===== config.mk =====
export PLATFORM = sky130hd
export DESIGN_NAME = digit_sum_linear_probe_table_top
export DESIGN_NICKNAME = d
export VERILOG_FILES = /design/src/design/dslp_pkg.sv /design/src/design/digit_sum_linear_probe_table_top.sv /design/src/design/dslp_digit_unit.sv /design/src/design/dslp_table.sv
export SDC_FILE = /design/constraint.sdc
export NUM_CORES = 2
export LEC_CHECK = 0
export ABC_AREA = 1
export ABC_CLOCK_PERIOD_IN_PS = 7100
export BUFFER_PORTS_ARGS = -buffer_cell sky130_fd_sc_hd__buf_4
export CAP_MARGIN = 20
export CORE_MARGIN = 5
export CORE_UTILIZATION = 45
export CTS_CLUSTER_DIAMETER = 100
export DETAILED_ROUTE_END_ITERATION = 10
export PLACE_DENSITY = 0.7
export SLEW_MARGIN = 20
export SYNTH_ARGS = -nofsm -noshare
export SYNTH_HDL_FRONTEND = slang
export SYNTH_HIERARCHICAL = 1
export SYNTH_SLANG_ARGS = --single-unit

===== constraint.sdc =====
create_clock -name clock -period 7.1 [get_ports clock]
set_input_delay 0.71 -clock clock [delete_from_list [all_inputs] [get_ports clock]]
set_output_delay 0.71 -clock clock [all_outputs]
set_load 0.01 [all_outputs]

===== src/design/dslp_pkg.sv =====
// Package for the digit-sum linear-probe key table.
// Holds shared constants, state and status codes, and control structs.
// No dependencies.
package dslp_pkg;

   localparam int TABLE_SIZE_DEF = 10;
   localparam int KEY_W          = 32;

   typedef enum logic [2:0] {
      ST_INSERTED = 3'd0,
      ST_PRESENT  = 3'd1,
      ST_FOUND    = 3'd2,
      ST_NOTFOUND = 3'd3,
      ST_FULL     = 3'd4,
      ST_ZERO     = 3'd5
   } status_type;

   typedef enum logic [2:0] {
      S_IDLE,
      S_HOME_MUL,
      S_HOME_ACC,
      S_PROBE_RD,
      S_PROBE_CMP,
      S_RESP
   } state_type;

   typedef struct packed {
      logic load;
      logic mul;
      logic acc;
   } dctl_type;

   typedef struct packed {
      logic rd;
      logic wr;
   } tctl_type;

endpackage


===== src/design/digit_sum_linear_probe_table_top.sv =====
// Top level of the digit-sum linear-probe key table: sequencer and result register.
// Instantiates dslp_digit_unit and dslp_table; depends on dslp_pkg.
//
//  channel  dir  signals                      contents
//  req      in   req_tvalid/tready/tdata/tuser key, cmd (0 insert, 1 search)
//  rsp      out  rsp_tvalid/tready/tdata/tuser slot, status
//
// Per word: accept in S_IDLE; S_HOME_MUL, S_HOME_ACC per base-TABLE_SIZE digit of |key|
// (shared reciprocal multiplier); S_PROBE_RD, S_PROBE_CMP per slot (registered table read).
// Zero keys skip to S_RESP. One word in flight; req_tready is low until the result is taken.
// Reset is synchronous and empties the table at once through per-slot valid bits.
// The result holds in rsp_tdata/rsp_tuser while rsp_tready is low.
module digit_sum_linear_probe_table_top
   import dslp_pkg::*;
#(
   parameter int TABLE_SIZE = TABLE_SIZE_DEF
) (
   input  logic        clock,
   input  logic        reset,
   input  logic        req_tvalid,
   output logic        req_tready,
   input  logic [31:0] req_tdata,   // [31:0] key
   input  logic [0:0]  req_tuser,   // [0] cmd
   output logic        rsp_tvalid,
   input  logic        rsp_tready,
   output logic [7:0]  rsp_tdata,   // [3:0] slot, [7:4] zero
   output logic [2:0]  rsp_tuser    // [2:0] status
);

   localparam int SlotW = $clog2(TABLE_SIZE);
   localparam logic [SlotW-1:0] LastSlot = SlotW'(TABLE_SIZE - 1);

   state_type        state_ff, state_in;
   logic             cmd_ff, cmd_in;
   logic [KEY_W-1:0] key_ff, key_in;
   logic [SlotW-1:0] slot_ff, slot_in;
   logic [SlotW-1:0] cnt_ff, cnt_in;
   status_type       status_ff, status_in;
   logic [SlotW-1:0] rslot_ff, rslot_in;

   dctl_type         dctl;
   tctl_type         tctl;
   logic [KEY_W-1:0] mag;
   logic             dig_last;
   logic [SlotW-1:0] home;
   logic [KEY_W-1:0] rd_key;
   logic             req_acc;
   logic             key_zero;
   logic             hit_empty;
   logic             hit_key;
   logic             resolved;
   logic [SlotW+3:0] rslot_ext;

   assign req_acc   = req_tvalid && req_tready;
   assign key_zero  = (req_tdata == '0);
   assign mag       = req_tdata[31] ? (~req_tdata + 32'd1) : req_tdata;
   assign hit_empty = (rd_key == '0);
   assign hit_key   = (rd_key == key_ff);
   assign resolved  = hit_empty || hit_key || (cnt_ff == LastSlot);

   dslp_digit_unit #(.TABLE_SIZE(TABLE_SIZE), .SlotW(SlotW)) u_digit (
      .clock (clock),
      .ctl   (dctl),
      .mag   (mag),
      .last  (dig_last),
      .home  (home)
   );

   dslp_table #(.TABLE_SIZE(TABLE_SIZE), .SlotW(SlotW)) u_table (
      .clock   (clock),
      .reset   (reset),
      .ctl     (tctl),
      .addr    (slot_ff),
      .wr_data (key_ff),
      .rd_data (rd_key)
   );

   // next state
   always_comb begin
      state_in = state_ff;
      case (state_ff)
         S_IDLE: begin
            if (req_acc) begin
               state_in = key_zero ? S_RESP : S_HOME_MUL;
            end
         end
         S_HOME_MUL:  state_in = S_HOME_ACC;
         S_HOME_ACC:  state_in = dig_last ? S_PROBE_RD : S_HOME_MUL;
         S_PROBE_RD:  state_in = S_PROBE_CMP;
         S_PROBE_CMP: state_in = resolved ? S_RESP : S_PROBE_RD;
         S_RESP: begin
            if (rsp_tready) begin
               state_in = S_IDLE;
            end
         end
         default:     state_in = S_IDLE;
      endcase
   end

   // control outputs
   always_comb begin
      dctl       = '0;
      tctl       = '0;
      req_tready = 1'b0;
      rsp_tvalid = 1'b0;
      case (state_ff)
         S_IDLE: begin
            req_tready = 1'b1;
            dctl.load  = req_tvalid;
         end
         S_HOME_MUL:  dctl.mul = 1'b1;
         S_HOME_ACC:  dctl.acc = 1'b1;
         S_PROBE_RD:  tctl.rd  = 1'b1;
         S_PROBE_CMP: tctl.wr  = hit_empty && !cmd_ff;
         S_RESP:      rsp_tvalid = 1'b1;
         default: begin
            dctl = '0;
         end
      endcase
   end

   // datapath next values
   always_comb begin
      cmd_in    = cmd_ff;
      key_in    = key_ff;
      slot_in   = slot_ff;
      cnt_in    = cnt_ff;
      status_in = status_ff;
      rslot_in  = rslot_ff;
      if (state_ff == S_IDLE && req_acc) begin
         cmd_in    = req_tuser[0];
         key_in    = req_tdata;
         status_in = ST_ZERO;
         rslot_in  = '0;
      end
      if (state_ff == S_HOME_ACC && dig_last) begin
         slot_in = home;
         cnt_in  = '0;
      end
      if (state_ff == S_PROBE_CMP) begin
         if (hit_empty) begin
            status_in = cmd_ff ? ST_NOTFOUND : ST_INSERTED;
            rslot_in  = cmd_ff ? '0 : slot_ff;
         end else if (hit_key) begin
            status_in = cmd_ff ? ST_FOUND : ST_PRESENT;
            rslot_in  = slot_ff;
         end else if (cnt_ff == LastSlot) begin
            status_in = cmd_ff ? ST_NOTFOUND : ST_FULL;
            rslot_in  = '0;
         end else begin
            slot_in = (slot_ff == LastSlot) ? '0 : slot_ff + 1'b1;
            cnt_in  = cnt_ff + 1'b1;
         end
      end
   end

   always_ff @(posedge clock) begin
      if (reset) begin
         state_ff <= S_IDLE;
      end else begin
         state_ff <= state_in;
      end
   end

   always_ff @(posedge clock) begin
      cmd_ff    <= cmd_in;
      key_ff    <= key_in;
      slot_ff   <= slot_in;
      cnt_ff    <= cnt_in;
      status_ff <= status_in;
      rslot_ff  <= rslot_in;
   end

   assign rslot_ext = {4'd0, rslot_ff};
   assign rsp_tdata = {4'd0, rslot_ext[3:0]};
   assign rsp_tuser = status_ff;

   a_one_in_flight: assert property (@(posedge clock) disable iff (reset)
      rsp_tvalid |-> !req_tready)
      else $error("request taken while result pending");

   a_zero_key: assert property (@(posedge clock) disable iff (reset)
      (req_tvalid && req_tready && req_tdata == '0)
      |=> (rsp_tvalid && rsp_tuser == ST_ZERO && rsp_tdata == '0))
      else $error("zero key not rejected");

   a_no_slot: assert property (@(posedge clock) disable iff (reset)
      (rsp_tvalid && (rsp_tuser == ST_NOTFOUND || rsp_tuser == ST_FULL ||
                      rsp_tuser == ST_ZERO)) |-> (rsp_tdata == '0))
      else $error("slot nonzero on miss");

   a_write_insert: assert property (@(posedge clock) disable iff (reset)
      tctl.wr |-> (!cmd_ff && key_ff != '0 && state_ff == S_PROBE_CMP))
      else $error("table write outside insert");

endmodule


===== src/design/dslp_digit_unit.sv =====
// Iterative digit-sum unit: each base-TABLE_SIZE digit takes a multiply step, then an accumulate step.
// Quotient by reciprocal multiply, running sum kept mod TABLE_SIZE.
// Depends on dslp_pkg.
module dslp_digit_unit
   import dslp_pkg::*;
#(
   parameter int TABLE_SIZE = TABLE_SIZE_DEF,
   parameter int SlotW      = $clog2(TABLE_SIZE)
) (
   input  logic             clock,
   input  dctl_type         ctl,
   input  logic [KEY_W-1:0] mag,
   output logic             last,
   output logic [SlotW-1:0] home
);

   localparam int          Shift   = KEY_W + SlotW;
   localparam logic [63:0] Pow     = 64'd1 << Shift;
   localparam logic [63:0] Recip64 = (Pow + 64'(TABLE_SIZE) - 64'd1) / 64'(TABLE_SIZE);
   localparam logic [KEY_W:0] Recip = Recip64[KEY_W:0];
   localparam int          ProdW   = 2 * KEY_W + 1;

   logic [KEY_W-1:0] mag_ff, mag_in;
   logic [SlotW-1:0] sum_ff, sum_in;
   logic [ProdW-1:0] prod_ff;
   logic [KEY_W-1:0] quot;
   logic [KEY_W-1:0] rem_full;
   logic [SlotW:0]   sum_wide;

   always_comb begin
      quot     = KEY_W'(prod_ff >> Shift);
      rem_full = mag_ff - KEY_W'(quot * KEY_W'(TABLE_SIZE));
      sum_wide = {1'b0, sum_ff} + {1'b0, rem_full[SlotW-1:0]};
      if (sum_wide >= (SlotW+1)'(TABLE_SIZE)) begin
         sum_wide = sum_wide - (SlotW+1)'(TABLE_SIZE);
      end
      sum_in = sum_wide[SlotW-1:0];
      mag_in = quot;
   end

   always_ff @(posedge clock) begin
      if (ctl.load) begin
         mag_ff <= mag;
         sum_ff <= '0;
      end else if (ctl.acc) begin
         mag_ff <= mag_in;
         sum_ff <= sum_in;
      end
      if (ctl.mul) begin
         prod_ff <= ProdW'(mag_ff) * ProdW'(Recip);
      end
   end

   assign last = (quot == '0);
   assign home = sum_in;

endmodule


===== src/design/dslp_table.sv =====
// Key store: TABLE_SIZE words, one port, registered read.
// Per-entry valid bits cleared by reset; an invalid entry reads as zero.
// Depends on dslp_pkg.
module dslp_table
   import dslp_pkg::*;
#(
   parameter int TABLE_SIZE = TABLE_SIZE_DEF,
   parameter int SlotW      = $clog2(TABLE_SIZE)
) (
   input  logic             clock,
   input  logic             reset,
   input  tctl_type         ctl,
   input  logic [SlotW-1:0] addr,
   input  logic [KEY_W-1:0] wr_data,
   output logic [KEY_W-1:0] rd_data
);

   logic [KEY_W-1:0]      mem [TABLE_SIZE];
   logic [TABLE_SIZE-1:0] valid_ff;
   logic [KEY_W-1:0]      rd_data_ff;
   logic                  rd_vld_ff;

   always_ff @(posedge clock) begin
      if (reset) begin
         valid_ff <= '0;
      end else if (ctl.wr) begin
         valid_ff[addr] <= 1'b1;
      end
   end

   always_ff @(posedge clock) begin
      if (ctl.wr) begin
         mem[addr] <= wr_data;
      end
      if (ctl.rd) begin
         rd_data_ff <= mem[addr];
         rd_vld_ff  <= valid_ff[addr];
      end
   end

   assign rd_data = rd_vld_ff ? rd_data_ff : '0;

endmodule


Yosys cells after proc, flatten, opt, wreduce, memory -nomap -nowiden
Memories as Yosys holds them, arrays and structs flattened. A register that Yosys moved wholly into a read port is not among the register bits.
Cells that the tools add are included.
{ "classes": {"reduce_logical": 14, "eq_ne": 10, "muxes": 49, "bitwise": 2, "n_lt_le_gt_ge": 3, "mul": 2, "n_addsub": 6} }
{ "op_table": {"columns": ["cell", "n"], "rows": [
  ["32-bit 2-to-1 mux", 4],
  ["32-bit zero test", 3],
  ["4-bit 2-to-1 mux", 18],
  ["32-bit by 32-bit multiplier with 64-bit output (second input constant)", 1],
  ["32-bit by 1-bit adder with 32-bit output (second input constant)", 1],
  ["32-bit == test", 1],
  ["32-bit inverter", 1],
  ["3-bit 2-to-1 mux", 10],
  ["29-bit by 3-bit multiplier with 3-bit output (second input constant)", 1],
  ["3-bit one-hot mux with 6 select lines", 1],
  ["1-bit 2-to-1 mux", 11],
  ["10-bit OR", 1],
  ["4-bit by 1-bit adder with 4-bit output (second input constant)", 2],
  ["4-bit == test (second input constant)", 2],
  ["3-bit by 2-bit == test with 1-bit output (second input constant)", 2],
  ["3-bit == test (second input constant)", 2],
  ["2-bit 2-to-1 mux", 3],
  ["4-bit by 4-bit adder with 5-bit output", 1],
  ["5-bit by 4-bit >= comparator with 1-bit output (second input constant)", 1],
  ["1-bit logical AND", 5],
  ["4-bit by 5-bit < comparator with 1-bit output (second input constant)", 1],
  ["1-bit binary-select mux with 4-bit select", 1],
  ["1-bit demux with 4-bit select", 1],
  ["4-bit by 1-bit >= comparator with 1-bit output (second input constant)", 1],
  ["9 further kinds", 11]
]} }
{ "word_totals": {"mem_count": 1, "register_bits": 162, "ramBits": 320, "out_inout_bits": 13} }
{ "memory_table": {"columns": ["name", "words", "word_bits", "rd", "rd_ports_with_merged_regs", "write_ports", "line_no", "rtl"], "rows": [
  ["u_table.mem", 10, 32, 1, 1, 1, "dslp_table.sv:18", "logic [KEY_W-1:0] mem [TABLE_SIZE];"]
]} }

Logic depth before layout (Yosys ltp)
{ "logic_depth": {"ltp_word": 10, "ltp_mapped": 31} }

Hierarchy
The synthesis kept the hierarchy.
{ "modules_own_cells": {"columns": ["module", "seq_area_each_um2", "area_each_um2", "instances", "cells_each"], "rows": [
  ["dslp_digit_unit", 1911.8, 21654.5, 1, 2597],
  ["dslp_table", 10800.4, 14657.8, 1, 1334],
  ["digit_sum_linear_probe_table_top", 1351.3, 3397.0, 1, 438]
]} }

Worst setup path after synthesis
Ideal clock, no wire load.
{ "synth_path": {"path_type": "register -> register", "startpoint": "register u_digit.mag_ff[20]", "endpoint": "register u_digit.prod_ff[53] (data pin)", "period_less_slack_ns": 6.020, "path_stages_with_launch": 26, "arrival_time_ns": 5.767, "setup_slack_ns": 1.080, "setup_time_ns": 0.252, "cell_sequence": "edfxtp_1 -> ha_1 -> inv_1 -> fa_1 -> inv_1 -> fa_1 -> inv_1 -> fa_1 -> inv_1 -> fa_1 -> fa_1 -> fa_1 -> inv_1 -> fa_1 -> inv_1 -> ha_1 -> a21oi_1 -> inv_1 -> nor2_1 -> nand2_1 -> a21oi_1 -> nor2_1 -> nor2_1 -> nand2_1 -> nand2_1 -> nand2_1"} }
{ "synth_between": {"elab_chain_cells": 1} }
{ "synth_lines": {"columns": ["element", "line_no", "rtl"], "rows": [
  ["start, declared", "dslp_digit_unit.sv:23", "logic [KEY_W-1:0] mag_ff, mag_in;"],
  ["start signal, assigned", "dslp_digit_unit.sv:43", "mag_ff <= mag;"],
  ["start signal, assigned", "dslp_digit_unit.sv:46", "mag_ff <= mag_in;"],
  ["32-bit by 32-bit multiplier with 64-bit output", "dslp_digit_unit.sv:50", "prod_ff <= ProdW'(mag_ff) * ProdW'(Recip);"],
  ["end signal, assigned", "dslp_digit_unit.sv:50", null],
  ["end, declared", "dslp_digit_unit.sv:25", "logic [ProdW-1:0] prod_ff;"]
]} }
Every way passes these cells.
A chain may end at the register's enable or synchronous reset.

Worst setup path in the final report
{ "layout_path": {"startpoint": "register u_digit.mag_ff[18]", "endpoint": "register u_digit.prod_ff[40] (data pin)"} }
Same word-level chain as after synthesis.

==> results.cfg <==
[synthesis]
synth_area_leaders = edfxtp_1 (34%), fa_1 (20%), nand2_1 (12%), ha_1 (11%), inv_1 (8.3%)
yosys.area.top_type = edfxtp_1
synth_top_area_share_pct = 33.8
syn_area_per_cell_um2 = 9.09
ys_warn_count = 6
synth_most_common_cell = nand2_1
synth_area_um2 = 39700
synth_edf_count = 447
synthCells = 4369
yosysSeqAreaShare_pct = 35.4
async_flop_share_pct = 0
synth_commonest_cells = nand2_1 (1,313), inv_1 (879), edfxtp_1 (447)
synth_cell_type_count = 49
synth_seq_cells = 479
synthFlopType = edfxtp_1

[route]
drtAntennaViolNets = 0
drtIter0Drc = 2713
first_pass_iters = 6
drt-total-wl_um = 120000
routed_via_density = 5.17
wl_per_cell_um = 21.1
num_vias = 29300
route.detailed.drc = 0

[critical_path]
start_kind = register
critical_path.startpoint = u_digit/mag_ff[18]$_DFFE_PP_
rrSetupSlack_ns = 0.19
rr_startpoint = u_digit/mag_ff[18]$_DFFE_PP_
worstPathRequired_ns = 7.45
critPathCaptureType = register
critPathKind = reg2reg
worstPathArrival_ns = 7.26
cp_max_fo = 5

[die]
die_x_um = 307
fp.dieH_um = 307
core_area_um2 = 88000
rows = 109
initial_core_util_pct = 45.1
io_pins = 50
dieArea_um2 = 94300

[final_layout]
drive_gt1_share_pct = 6.90
syn_to_final_growth_pct = 9.52
fill_cells = 8121
fin_nets = 5243
regArea_um2 = 14100
antennaDiodeCount = 0
multi_input_area_um2 = 21900

[clock_network]
cts_tree = built
clk_pin_slew_ns = 0.07
worstSkewPairLatency_ns = 0.62
cts_sinks = 479
clk_path_buf_depth = 3
cts_made_buffers = 51
ctsHoldBuffers = 0
cts_max_level = 2
root_buffer = clkbuf_16

[placed_design]
io_buffers = 45
gp_congestion = 1.05
place_hpwl_um = 94300

[global_routing]
grt_pass1_vias = 29200
antenna_found_initial = 3
grt_use_total_pct = 25.3
grt_start_max_net_pins = 72
grt_pass1_wl_um = 180000
grt_overflow_total = 0

[sta]
fin_crit_ns = 6.91
tightest_slew_ns = 1.14
hold_viol = 0
fin_skew_ns = 0.0310
fin_crit_sh_pct = 97.4
fmax_mhz = 145
grt_setup_unrepaired = false
setup_tns_ns = 0
setup_viol_count_final = 0
drv_slew = 0
max_slew_margin_pct = 23.8

[worst_hold_path]
hp-start = req_tuser
hold_class = in2reg

[flow_run]
cap_viol_max_count = 0

[status]
status = finished clean
## flip-flops by register name, indices dropped and copies added (netlist names)
register,cells
u_digit/prod_ff,29
u_digit/mag_ff,32
cmd_ff,1
key_ff,32
u_table/rd_vld_ff,1
rsp_tuser,3
u_table/valid_ff,10
slot_ff,4
u_table/mem,320
u_digit/sum_ff,4
cnt_ff,4
state_ff,3
u_table/rd_data_ff,32
rslot_ff,4
## worst paths after layout
check / to / depth (start not counted)
min: cmd_ff$_DFFE_PP_ / 1
max reg2reg: u_digit/prod_ff[40]$_DFFE_PP_ / 22
min reg2reg: u_table/valid_ff[0]$_SDFFE_PP0P_ / 2
max: u_digit/prod_ff[40]$_DFFE_PP_ / 22
## cell type report
| cell class | instances | share of cell area, % |
|---|---|---|
| Clock buffer | 61 | 3.02 |
| Clock inverter | 33 | 0.924 |
| Inverter | 905 | 7.82 |
| Multi-Input combinational cell | 2904 | 50.4 |
| Sequential cell | 479 | 32.3 |
| Tap cell | 1165 | 3.35 |
| Timing Repair Buffer | 122 | 2.15 |
## through the flow
| step | util [%] | cell area [µm²] | hold slack (ns) | std cells | worst slack (ns) |
|---|---|---|---|---|---|
| 2_1_floorplan | - | 39700 | 0.430 | 4372 | 1.08 |
| 3_3_place_gp | 47.3 | 41600 | 0.440 | 5563 | 0.177 |
| 3_5_place_dp | 47.3 | 41600 | 0.447 | 5563 | 0.223 |
| 4_1_cts | 49.3 | 43400 | 0.241 | 5657 | 0.186 |
| 5_1_grt | 49.4 | 43500 | 0.254 | 5669 | 0.00280 |
| 6_report | 49.4 | 43500 | 0.270 | 5669 | 0.188 |
## layout by cell type (no fill, tap or decap), types with 75 or more instances in the layout
cell	synthesis	final
buf_4	8	120
a21oi_1	87	87
nor2_1	257	257
nand3_1	136	136
edfxtp_1	447	447
inv_1	879	874
o21ai_0	76	75
nand2_1	1313	1313
fa_1	388	388
ha_1	355	349
## cells by family after synthesis
family | Yosys count | share of synthesized area [%]
and+or+nand+nor | 1823 | 18.7
xor gates and xnor gates | 105 | 2.32
DFF | 479 | 35.4
other | 1 | 0.00944
AOI/OAI and AO/OA | 228 | 3.17
adders and majority gates | 743 | 30.7
muxes | 1 | 0.0252
buffers and inverters | 989 | 9.63
## repair_timing
item | in CTS | in global routing
endpoints found under the hold margin | 0 | 0
endpoints found under the setup margin | 0 | 18
resized for setup | 0 | 9
setup buffers | 0 | 11
## worst max-delay path: stages (launching register included)
cell      delay [ns]
edfxtp_1        0.58
ha_2            0.55
ha_1            0.33
fa_1            0.57
inv_1           0.08
fa_1            0.53
inv_1           0.09
fa_1            0.50
fa_1            0.51
fa_1            0.50
inv_1           0.07
fa_1            0.54
inv_1           0.04
ha_1            0.31
nand2_1         0.16
o21ai_0         0.38
inv_1           0.07
nand2_1         0.15
inv_1           0.06
nand3_1         0.26
nand3_1         0.20
nand3_1         0.11
nand2_1         0.07
## metal layers
layer | GRT usage [%] | up-vias | wire length [µm]
li1 | - | 13700 | -
met1 | 35.7 | 14200 | 50400
met2 | 40.6 | 1192 | 54300
met3 | 4.90 | 197 | 10900
met4 | 6.87 | 4 | 3900
met5 | 0 | - | 26
Power is not shown: default switching activity piles up to over one toggle a cycle in this logic, so the estimate is an artifact.
